===== src/rtl/core/twrr_pkg.sv =====
// Package for the two-level weighted round-robin scheduler.
// Holds the field widths, register indexes, count update codes and the group
// search result type. Depends on nothing.
`default_nettype none

package twrr_pkg;

	localparam int MASK_W     = 8;   // one bit per slot, widest configuration
	localparam int SLOT_W     = 3;   // slot index width
	localparam int CFG_DATA_W = 64;  // widest configuration register
	localparam int CFG_IDX_W  = 1;   // two registers

	localparam logic [CFG_IDX_W-1:0] REG_PART_WEIGHTS = 1'b0;
	localparam logic [CFG_IDX_W-1:0] REG_HIGH_MASK    = 1'b1;

	// How a group's grant count moves after a request.
	localparam logic [1:0] CNT_KEEP = 2'd0;
	localparam logic [1:0] CNT_INC  = 2'd1;
	localparam logic [1:0] CNT_ONE  = 2'd2;
	localparam logic [1:0] CNT_ZERO = 2'd3;

	typedef struct packed {
		logic              grant;
		logic [SLOT_W-1:0] ptr;
		logic [1:0]        cnt_op;
	} grp_res_t;

	// Lowest set bit of a member vector, zero when the vector is empty.
	function automatic logic [SLOT_W-1:0] first_slot(input logic [MASK_W-1:0] member);
		logic [SLOT_W-1:0] idx;
		idx = '0;
		for (int i = MASK_W - 1; i >= 0; i--) begin
			if (member[i]) begin
				idx = SLOT_W'(i);
			end
		end
		return idx;
	endfunction

endpackage

`default_nettype wire


===== src/rtl/core/two_level_weighted_round_robin.sv =====
// Two-level weighted round-robin scheduler: a request word passes through the
// request register, the combinational group search and the grant register;
// one request word is accepted every cycle unless m_axis_tready holds up a
// full grant register. The pointer and count update as a word enters the
// grant register. arst_n clears both configuration registers, both pointers
// and both counts and empties the request and grant registers. Depends on twrr_pkg.
`default_nettype none

module two_level_weighted_round_robin
	import twrr_pkg::*;
#(
	parameter int NUM_SLOTS = 8,  // 1 to 8
	parameter int PART_BITS = 8   // 1 to 8
) (
	input  wire logic                  clk,
	input  wire logic                  arst_n,
	// Request side.
	input  wire logic                  s_axis_tvalid,
	output logic                       s_axis_tready,
	input  wire logic [7:0]            s_axis_tdata,   // [7:0] nonempty_mask
	// Grant side.
	output logic                       m_axis_tvalid,
	input  wire logic                  m_axis_tready,
	output logic [7:0]                 m_axis_tdata,   // [0] granted, [3:1] chosen_slot,
	                                                   // [4] from_high, [7:5] zero
	// Configuration writes.
	input  wire logic                  cfg_we,
	input  wire logic [CFG_IDX_W-1:0]  cfg_index,
	input  wire logic [CFG_DATA_W-1:0] cfg_data
);

	// Configuration registers.
	logic [CFG_DATA_W-1:0] part_q;
	logic [MASK_W-1:0]     high_mask_q;
	logic [CFG_DATA_W-1:0] part_next;
	logic [MASK_W-1:0]     high_mask_next;

	// Scheduler state, one pointer and one grant count per group.
	logic [SLOT_W-1:0]    hi_ptr_q, lo_ptr_q;
	logic [PART_BITS-1:0] hi_cnt_q, lo_cnt_q;

	// Request register and grant register.
	logic              valid_s1;
	logic [MASK_W-1:0] mask_s1;
	logic              valid_s2;
	logic [7:0]        data_s2;

	logic adv_s2, fire_s1;

	// Group membership from the live and the about-to-be-written configuration.
	logic [MASK_W-1:0] hi_member, lo_member, hi_member_next, lo_member_next;

	logic [SLOT_W-1:0] hi_p0, lo_p0;
	logic              hi_below, lo_below;
	grp_res_t          hi_res, lo_res;

	logic              res_granted, res_high;
	logic [SLOT_W-1:0] res_slot;

	// Part of one slot, taken from a packed register value.
	function automatic logic [PART_BITS-1:0] part_of(input logic [CFG_DATA_W-1:0] parts,
			input logic [SLOT_W-1:0] slot);
		return parts[slot * PART_BITS +: PART_BITS];
	endfunction

	// Used slots of one group: in range, a non-zero part and the right group bit.
	function automatic logic [MASK_W-1:0] members(input logic [CFG_DATA_W-1:0] parts,
			input logic [MASK_W-1:0] hmask, input logic want_high);
		logic [MASK_W-1:0] m;
		m = '0;
		for (int i = 0; i < MASK_W; i++) begin
			if (i < NUM_SLOTS) begin
				m[i] = (parts[i * PART_BITS +: PART_BITS] != '0) && (hmask[i] == want_high);
			end
		end
		return m;
	endfunction

	// Where the search starts: the stored pointer when it still names a used
	// slot, otherwise the group's lowest used slot.
	function automatic logic [SLOT_W-1:0] start_slot(input logic [MASK_W-1:0] member,
			input logic [SLOT_W-1:0] ptr);
		return member[ptr] ? ptr : first_slot(member);
	endfunction

	// One group's decision. The start slot keeps the grant while its queue is
	// non-empty and its count is below its part; otherwise the next used slot
	// with a non-empty queue in cyclic order wins, the start slot itself last.
	function automatic grp_res_t pick_group(input logic [MASK_W-1:0] member,
			input logic [MASK_W-1:0] avail, input logic [SLOT_W-1:0] ptr,
			input logic [SLOT_W-1:0] p0, input logic below);
		grp_res_t r;
		int       j;
		logic     found;
		r.grant  = 1'b0;
		r.ptr    = p0;
		r.cnt_op = CNT_ZERO;
		found    = 1'b0;
		if (member == '0) begin
			r.ptr    = ptr;
			r.cnt_op = CNT_KEEP;
		end else if (avail[p0] && below) begin
			r.grant  = 1'b1;
			r.cnt_op = CNT_INC;
		end else begin
			for (int k = 1; k <= NUM_SLOTS; k++) begin
				j = int'(p0) + k;
				if (j >= NUM_SLOTS) begin
					j = j - NUM_SLOTS;
				end
				if (!found && member[j] && avail[j]) begin
					found = 1'b1;
					r.ptr = SLOT_W'(j);
				end
			end
			if (found) begin
				r.grant  = 1'b1;
				r.cnt_op = CNT_ONE;
			end
		end
		return r;
	endfunction

	// Count update for one group.
	function automatic logic [PART_BITS-1:0] next_cnt(input logic [PART_BITS-1:0] cnt,
			input logic [1:0] op);
		logic [PART_BITS-1:0] n;
		case (op)
			CNT_INC:  n = cnt + PART_BITS'(1);
			CNT_ONE:  n = PART_BITS'(1);
			CNT_ZERO: n = '0;
			default:  n = cnt;
		endcase
		return n;
	endfunction

	// Handshake. The grant register frees itself when taken, so a request is
	// accepted in the same cycle in which the previous grant leaves.
	assign adv_s2        = !valid_s2 || m_axis_tready;
	assign fire_s1       = valid_s1 && adv_s2;
	assign s_axis_tready = !valid_s1 || adv_s2;
	assign m_axis_tvalid = valid_s2;
	assign m_axis_tdata  = data_s2;

	// Configuration values after this cycle's write, used to place the
	// pointers on the first used slot of each group.
	always_comb begin
		part_next      = part_q;
		high_mask_next = high_mask_q;
		if (cfg_we) begin
			case (cfg_index)
				REG_PART_WEIGHTS: part_next      = cfg_data;
				REG_HIGH_MASK:    high_mask_next = cfg_data[MASK_W-1:0];
				default:          ;
			endcase
		end
	end

	// The group search. The high group is always searched and its state always
	// moves; the low group only counts when the high group granted nothing.
	always_comb begin
		hi_member      = members(part_q, high_mask_q, 1'b1);
		lo_member      = members(part_q, high_mask_q, 1'b0);
		hi_member_next = members(part_next, high_mask_next, 1'b1);
		lo_member_next = members(part_next, high_mask_next, 1'b0);

		hi_p0    = start_slot(hi_member, hi_ptr_q);
		lo_p0    = start_slot(lo_member, lo_ptr_q);
		hi_below = hi_cnt_q < part_of(part_q, hi_p0);
		lo_below = lo_cnt_q < part_of(part_q, lo_p0);

		hi_res = pick_group(hi_member, mask_s1, hi_ptr_q, hi_p0, hi_below);
		lo_res = pick_group(lo_member, mask_s1, lo_ptr_q, lo_p0, lo_below);

		if (hi_res.grant) begin
			res_granted = 1'b1;
			res_slot    = hi_res.ptr;
			res_high    = 1'b1;
		end else if (lo_res.grant) begin
			res_granted = 1'b1;
			res_slot    = lo_res.ptr;
			res_high    = 1'b0;
		end else begin
			res_granted = 1'b0;
			res_slot    = '0;
			res_high    = 1'b0;
		end
	end

	// Configuration and scheduler state. A configuration write puts each
	// pointer on its group's lowest used slot and clears both counts.
	always_ff @(posedge clk or negedge arst_n) begin
		if (!arst_n) begin
			part_q      <= '0;
			high_mask_q <= '0;
			hi_ptr_q    <= '0;
			lo_ptr_q    <= '0;
			hi_cnt_q    <= '0;
			lo_cnt_q    <= '0;
		end else if (cfg_we) begin
			part_q      <= part_next;
			high_mask_q <= high_mask_next;
			hi_ptr_q    <= first_slot(hi_member_next);
			lo_ptr_q    <= first_slot(lo_member_next);
			hi_cnt_q    <= '0;
			lo_cnt_q    <= '0;
		end else if (fire_s1) begin
			hi_ptr_q <= hi_res.ptr;
			hi_cnt_q <= next_cnt(hi_cnt_q, hi_res.cnt_op);
			if (!hi_res.grant) begin
				lo_ptr_q <= lo_res.ptr;
				lo_cnt_q <= next_cnt(lo_cnt_q, lo_res.cnt_op);
			end
		end
	end

	// Valid flags of the request and grant registers.
	always_ff @(posedge clk or negedge arst_n) begin
		if (!arst_n) begin
			valid_s1 <= 1'b0;
			valid_s2 <= 1'b0;
		end else begin
			if (s_axis_tready) begin
				valid_s1 <= s_axis_tvalid;
			end
			if (adv_s2) begin
				valid_s2 <= valid_s1;
			end
		end
	end

	// Payloads: the request word and the packed grant word.
	always_ff @(posedge clk) begin
		if (s_axis_tready && s_axis_tvalid) begin
			mask_s1 <= s_axis_tdata;
		end
		if (fire_s1) begin
			data_s2 <= {3'b000, res_high, res_slot, res_granted};
		end
	end

`ifndef NO_ASSERTIONS
	// A grant always names a slot whose queue was reported non-empty.
	assert property (@(posedge clk) disable iff (!arst_n)
		fire_s1 && res_granted |-> mask_s1[res_slot])
		else $error("grant to an empty queue");

	// A group's count never exceeds the part of the slot its pointer names.
	assert property (@(posedge clk) disable iff (!arst_n)
		hi_member[hi_ptr_q] |-> hi_cnt_q <= part_of(part_q, hi_ptr_q))
		else $error("high group count beyond its part");

	assert property (@(posedge clk) disable iff (!arst_n)
		lo_member[lo_ptr_q] |-> lo_cnt_q <= part_of(part_q, lo_ptr_q))
		else $error("low group count beyond its part");

	// With the grant register empty the request side is never stalled.
	assert property (@(posedge clk) disable iff (!arst_n)
		!valid_s2 |-> s_axis_tready)
		else $error("request stalled with grant register empty");
`endif

endmodule

`default_nettype wire


===== config.mk =====
export PLATFORM = sky130hd
export DESIGN_NAME = two_level_weighted_round_robin
export DESIGN_NICKNAME = d
export VERILOG_FILES = /design/src/rtl/core/twrr_pkg.sv /design/src/rtl/core/two_level_weighted_round_robin.sv
export SDC_FILE = /design/constraint.sdc
export NUM_CORES = 1
export LEC_CHECK = 0
export BUFFER_PORTS_ARGS = -buffer_cell sky130_fd_sc_hd__buf_2
export CAP_MARGIN = 20
export CORE_AREA = 2 2 135 137
export CTS_CLUSTER_SIZE = 40
export DETAILED_ROUTE_END_ITERATION = 10
export DIE_AREA = 0 0 137 139
export GPL_TIMING_DRIVEN = 0
export PLACE_DENSITY_LB_ADDON = 0.25
export SLEW_MARGIN = 15
export SYNTH_ARGS = -nofsm -noshare
export SYNTH_HDL_FRONTEND = slang
export SYNTH_SLANG_ARGS = --single-unit
export TNS_END_PERCENT = 100

===== constraint.sdc =====
create_clock -name clk -period 6.8 [get_ports clk]
set_input_delay 1.02 -clock clk [delete_from_list [all_inputs] [get_ports clk]]
set_output_delay 1.02 -clock clk [all_outputs]
set_load 0.01 [all_outputs]

Word-level counts from Yosys, hierarchy flattened --
Cells that the tools add are included. Widths: inputs -> output; s select.
Operators by class: add/subtract/negate cells 34, magnitude comparators 38, equal/unequal tests 7, shifts and indexed selects 2, muxes and demuxes 284, bitwise logic cells 16, reduce and logical (&&, ||, !) cells 108
Operators with widths (number):
- $mux 32 | 48
- $lt 32x5->1 const B | 16
- $mux 3 | 59
- $mux 64 | 2
- $reduce_bool 8->1 | 16
- $shiftx 64x7->8 | 2
- $mux 1 | 126
- $bmux 1 s3 | 36
- $sub 4x4->5 const B | 14
- $logic_and 1x1->1 | 66
- $ge 4x4->1 const B | 14
- $mux 8 | 7
- $pmux 8 s3 | 2
- $add 3x3->4 const B | 8
- $add 3x2->4 const B | 4
- $add 8x1->8 const B | 2
- $logic_not 1->1 | 16
- $logic_not 8->1 | 2
- $lt 3x4->1 const B | 4
- $lt 8x8->1 | 2
- $not 1->1 | 16
- $sub 5x4->6 const B | 2
- $add 3x4->5 const B | 2
- $ge 5x4->1 const B | 2
- other kinds (11) | 21
Storage, ports and cells: register bits 109, bits of input ports 78, output and inout bits 10, word-level logic and storage cells 500

Depth between registers and ports, before layout --
depth after elaboration 73, depth in mapped cells 30

Worst setup path before layout --
Ideal clock, no wire load.
kind reg2reg, start register part_q[20], end register hi_cnt_q[3], library setup time 0.129 ns, arrival time 6.319 ns, slack 0.352 ns, stages on the path, launching flop included 30, path buffers 6, cells stage by stage dfrtp_1 > or4_1 > o2111a_1 > or3_1 > buf_2 > o31ai_4 > o21ai_2 > buf_6 > clkbuf_1 > buf_1 > ha_1 > buf_1 > mux2_2 > o21a_1 > a32oi_1 > a211o_1 > mux2_2 > nand2b_1 > nor4_4 > nand2_1 > a21oi_1 > ha_1 > nor2_1 > nor2_1 > nor2_1 > or3_1 > clkbuf_1 > nor2_1 > o21ai_0 > o21ai_0
Between the ends: cells in the longest elaborated chain, start to end 67, elaborated cells between the ends (all ways) 167, those cells by class add/sub: 16; order compare: 9; eq/ne: 3; shift: 1; mux: 110; reduce/logical: 28
Ends and longest elaborated chain:
- start: declaration | RTL line two_level_weighted_round_robin.sv:33 | logic [CFG_DATA_W-1:0] part_q;
- start signal: assignment | RTL line two_level_weighted_round_robin.sv:201 | part_q <= part_next;
- parallel branches: the longest is 62 deep, another holds $sub 4x4->5
- $mux 5 * | RTL line two_level_weighted_round_robin.sv:99 | if (member == '0) begin
- $eq 2x2->1 / $eq 2x1->1 (equally long branches) | RTL line two_level_weighted_round_robin.sv:128 | case (op)
- $pmux 8 s3 | RTL line two_level_weighted_round_robin.sv:128
- $mux 8 | RTL line two_level_weighted_round_robin.sv:207 | end else if (fire_s1) begin
- $mux 8 | RTL line two_level_weighted_round_robin.sv:200 | end else if (cfg_we) begin
- end signal: assignment | RTL line two_level_weighted_round_robin.sv:209 | hi_cnt_q <= next_cnt(hi_cnt_q, hi_res.cnt_op);
- end: declaration | RTL line two_level_weighted_round_robin.sv:40 | logic [PART_BITS-1:0] hi_cnt_q, lo_cnt_q;
Every way passes the cells marked *. The select of a mux whose other input is x is not followed. A chain may end at the register's enable or synchronous reset.

Worst setup path in the final report --
start register part_q[60], end register hi_cnt_q[5]
Between the ends: cells in the longest elaborated chain, start to end 72, elaborated cells between the ends (all ways) 172, those cells by class add/sub: 16; order compare: 9; eq/ne: 3; shift: 1; mux: 115; reduce/logical: 28
Ends and longest elaborated chain:
- $reduce_bool 8->1 | RTL line two_level_weighted_round_robin.sv:73 | m[i] = (parts[i * PART_BITS +: PART_BITS] != '0) && (hmask[i] == want_high);
- $logic_and 1x1->1 | RTL line two_level_weighted_round_robin.sv:73
- $mux 3 (8 in series) | RTL line twrr_pkg.sv:33 | if (member[i]) begin
- $mux 3 | RTL line two_level_weighted_round_robin.sv:83 | return member[ptr] ? ptr : first_slot(member);
- $add 3x1->4 | RTL line two_level_weighted_round_robin.sv:107 | j = int'(p0) + k;
- $sub 4x4->5 / $ge 4x4->1 (equally long branches) | RTL line two_level_weighted_round_robin.sv:109, two_level_weighted_round_robin.sv:108
- $mux 32 | RTL line two_level_weighted_round_robin.sv:108 | if (j >= NUM_SLOTS) begin
- $mux 32 | RTL line two_level_weighted_round_robin.sv:102 | end else if (avail[p0] && below) begin
- (+49 left out)
- $mux 1 | RTL line two_level_weighted_round_robin.sv:99
- $mux 1 | RTL line two_level_weighted_round_robin.sv:116 | if (found) begin
- $mux 2 | RTL line two_level_weighted_round_robin.sv:102
- $mux 5 * | RTL line two_level_weighted_round_robin.sv:99
- $eq 2x2->1 / $eq 2x1->1 (equally long branches) | RTL line two_level_weighted_round_robin.sv:128
- $pmux 8 s3 | RTL line two_level_weighted_round_robin.sv:128
- $mux 8 | RTL line two_level_weighted_round_robin.sv:207
- $mux 8 | RTL line two_level_weighted_round_robin.sv:200
Every way passes the cells marked *; elsewhere a longest branch is shown, timed or not. The select of a mux whose other input is x is not followed.

==> flow_metrics.env <==
export IMPL_outcome="finished, final reports clean"
export IMPL_crit_end="hi_cnt_q[5]"
export IMPL_grt_pass1_wl_microns=49550
export IMPL_via_count=9358
export IMPL_drive_gt1_frac=0.2669
export IMPL_cp_num_cells=25
export IMPL_max_slew_margin_rel=0.2698
export IMPL_clock_sinks=109
export IMPL_grt_max_degree=69
export IMPL_die_w_microns=137
export IMPL_synth_edf_count=13
export IMPL_dr_pass1_iters=5
export IMPL_critical_path_top_delay_family="simple AND/OR/NAND/NOR gates"
export IMPL_p_int_mw=2.775
export IMPL_dp_hpwl_microns=24490
export IMPL_port_buffers=83
export IMPL_final_period_utilization=0.9822
export IMPL_final_cells=1368
export IMPL_ir_drop_uv=373.5
export IMPL_crit_fanout=19
export IMPL_hold_path_class="in2async"
export IMPL_synth_warnings=0
export IMPL_critPathLaunch="part_q[60]"
export IMPL_wl_per_cell_microns=22.98
export IMPL_cp_arrival_ns=6.96
export IMPL_critPathLaunchType="register"
export IMPL_yosysSeqAreaShare=0.2946
export IMPL_cts_tree="done"
export IMPL_antennaDiodeCount=0
export IMPL_synthFlopType="dfrtp_1"
export IMPL_htree_levels=3
export IMPL_cp_data_required_time_ns=7.09
export IMPL_yosys_cell_types_count=91
export IMPL_p_clk_frac=0.094
export IMPL_crit_path_max_incr_delay_ns=0.48
export IMPL_die_h_microns=139
export IMPL_synth_seq_cells=109
export IMPL_switching_share=0.5190
export IMPL_r2r_end="hi_cnt_q[5]"
export IMPL_place_congestion=0.9718
export IMPL_power_density_nw_per_um2=537.5
export IMPL_drc=0
export IMPL_syn_to_final_growth_pct=13.20
export IMPL_final_util=0.6078
export IMPL_track_usage=0.3352
export IMPL_syn_cell_area_sq_um=9480
export IMPL_coreArea_sq_um=17660
export IMPL_max_freq_mhz=149.7
export IMPL_placedCellCount=1348
export IMPL_antenna_found_initial=0
export IMPL_min_period_ns=6.679
export IMPL_die_area_sq_um=19040
export IMPL_tightest_slew_ns=1.068
export IMPL_seqPwrFrac=0.163
export IMPL_drtAntennaViolNets=0
export IMPL_grt_overflow_total=0
export IMPL_start_util=0.5369
export IMPL_path_class="reg2reg"
export IMPL_critPathBufInv=3
export IMPL_place_area_sq_um=10220
export IMPL_num_rows=49
export IMPL_cap_violations=0
export IMPL_drv_slew=0
export IMPL_cts_buffers_inserted=9
export IMPL_async_reset_ff_frac=0.8807
export IMPL_power_leakage_nw=4.421
export IMPL_clkTransAtPathRegs_ns=0.09
export IMPL_final_nets=1233
export IMPL_netlist_instances=1033
export IMPL_clk_latency_ns=0.37
export IMPL_finalHoldViolCount=0
export IMPL_tns_ns=0
export IMPL_avgSynthCellArea_sq_um=9.177
export IMPL_end_kind="register"
export IMPL_hold_slack_ns=0.5028
export IMPL_finalClockSkew_ns=0.01072
export IMPL_worstReg2RegStart="part_q[60]"
export IMPL_clockRootBuffer="clkbuf_16"
export IMPL_combPwrFrac=0.742
export IMPL_via_per_inst=6.841
export IMPL_clk_path_buf_depth=2
export IMPL_rr_worst_depth=25
export IMPL_r2r_setup_slack_ns=0.12
export IMPL_cp_slowest_cell="nor4_4"
export IMPL_p_sw_mw=2.994
export IMPL_grt_pass1_vias=8900
export IMPL_design_area_sq_um=10730
export IMPL_drtIter0Drc=1027
export IMPL_ioPinCount=88
export IMPL_setup_violations=0
export IMPL_routed_wl_microns=31430
cell families after synthesis:
family | count (synthesis) | share of synthesized area
AOI/OAI and AO/OA | 282 | 0.2128
buffers and inverters | 87 | 0.03933
xor gates and xnor gates | 11 | 0.01016
muxes | 146 | 0.1978
adders and majority gates | 21 | 0.02772
DFF | 109 | 0.2946
and+or+nand+nor | 376 | 0.2172
other | 1 | 0.0003956
Yosys cell counts, drive strengths merged, types with 11 or more instances:
cell | n | area share
mux2i | 40 | 0.042
a21oi | 52 | 0.031
mux4 | 25 | 0.059
nor2 | 60 | 0.025
mux2 | 81 | 0.096
nand3 | 40 | 0.021
ha | 21 | 0.028
clkbuf | 39 | 0.015
or4 | 18 | 0.015
nand2 | 131 | 0.052
inv | 26 | 0.010
nor4 | 33 | 0.038
buf | 20 | 0.013
a31oi | 15 | 0.0099
o211ai | 11 | 0.0087
nand2b | 15 | 0.0099
dfrtp | 96 | 0.25
edfxtp | 13 | 0.041
and3 | 23 | 0.015
a21boi | 11 | 0.0087
o21ai | 65 | 0.035
registers in the layout, indices dropped and copies added, names as in the netlist:
name	flops
lo_ptr_q	3
high_mask_q	8
m_axis_tdata	5
mask_s1	8
hi_ptr_q	3
part_q	64
m_axis_tvalid	1
lo_cnt_q	8
valid_s1	1
hi_cnt_q	8
how the worst min path moves through the flow:
| stage | end | slack, ns | depth (start not counted) |
|---|---|---|---|
| 6_report | part_q[59] | 0.50 | 1 |
| 5_1_grt | part_q[59] | 0.51 | 1 |
| 4_1_cts | m_axis_tvalid | 0.50 | 1 |
| 3_5_place_dp | m_axis_tvalid | 0.49 | 1 |
| 3_3_place_gp | m_axis_tvalid | 0.47 | 1 |
| 2_1_floorplan | hi_cnt_q[7] | 0.45 | 1 |
cells in the final DEF, fill, tap and decap left out, drive strengths merged, types with 15 or more instances in the layout:
cell type and count:
nand2 131, buf 114, dfrtp 96, mux2 81, o21ai 65, nor2 60, a21oi 52, clkbuf 42
nand3 40, mux2i 40, nor4 33, inv 30, mux4 25, and3 23, ha 21, or4 18
nand2b 15, a31oi 15
repair_timing:
item | 4_1_cts | 5_1_grt
gates resized for setup | 26 | 25
setup endpoints to repair | 26 | 23
pin swaps | 2 | 6
hold buffers | 0 | 0
buffers inserted | 3 | 8
metal layers:
layer,share of wire,track usage,vias up
li1,-,-,4175
met1,0.41,0.4764,4497
met2,0.44,0.5156,593
met3,0.10,0.04971,93
met4,0.043,0.1281,0
met5,0,0,-
metrics by stage:
stage               power (mW)  setup slack, ns
finish                   5.769           0.1210
detailed placement       4.868           -1.653
global route             6.100         -0.04876
CTS                      5.523         0.007490
global placement         4.815           -1.514
floorplan                3.860           0.3517
area by class of cell:
type	instances	area (sq um)
buffer	52	266.5
clock buffer	9	225.2
clock inverter	7	76.32
fill	1505	6925
inverter	28	105.1
multi-input combinational	839	6447
sequential	109	2793
tap	229	286.5
timing repair buffer	95	531.8
power groups by stage:
stage	logic, mW	clock network, mW	registers, mW
after floorplan	2.97	0	0.889
after global placement	3.88	0	0.934
after detailed placement	3.93	0	0.939
after CTS	4.05	0.543	0.931
after global routing	4.58	0.574	0.948
final	4.28	0.545	0.941
worst register-to-register path, cell delays in order (launching register included):
cell	delay (ns)
dfrtp_1	0.47
nor4_4	0.48
a21boi_1	0.29
a32oi_2	0.44
nand4_1	0.34
o21ai_4	0.37
buf_6	0.27
buf_2	0.29
ha_4	0.28
or3_1	0.38
a32oi_1	0.20
o211ai_1	0.14
a211o_1	0.36
mux2_2	0.33
nand2b_1	0.16
nor4_4	0.08
nand2_2	0.12
a21oi_1	0.07
ha_1	0.31
nor2_1	0.04
nor2_1	0.20
nor2_4	0.08
or3_1	0.40
clkbuf_2	0.21
nand2b_1	0.17
o21ai_0	0.13
(Power assumes the default switching activity.)
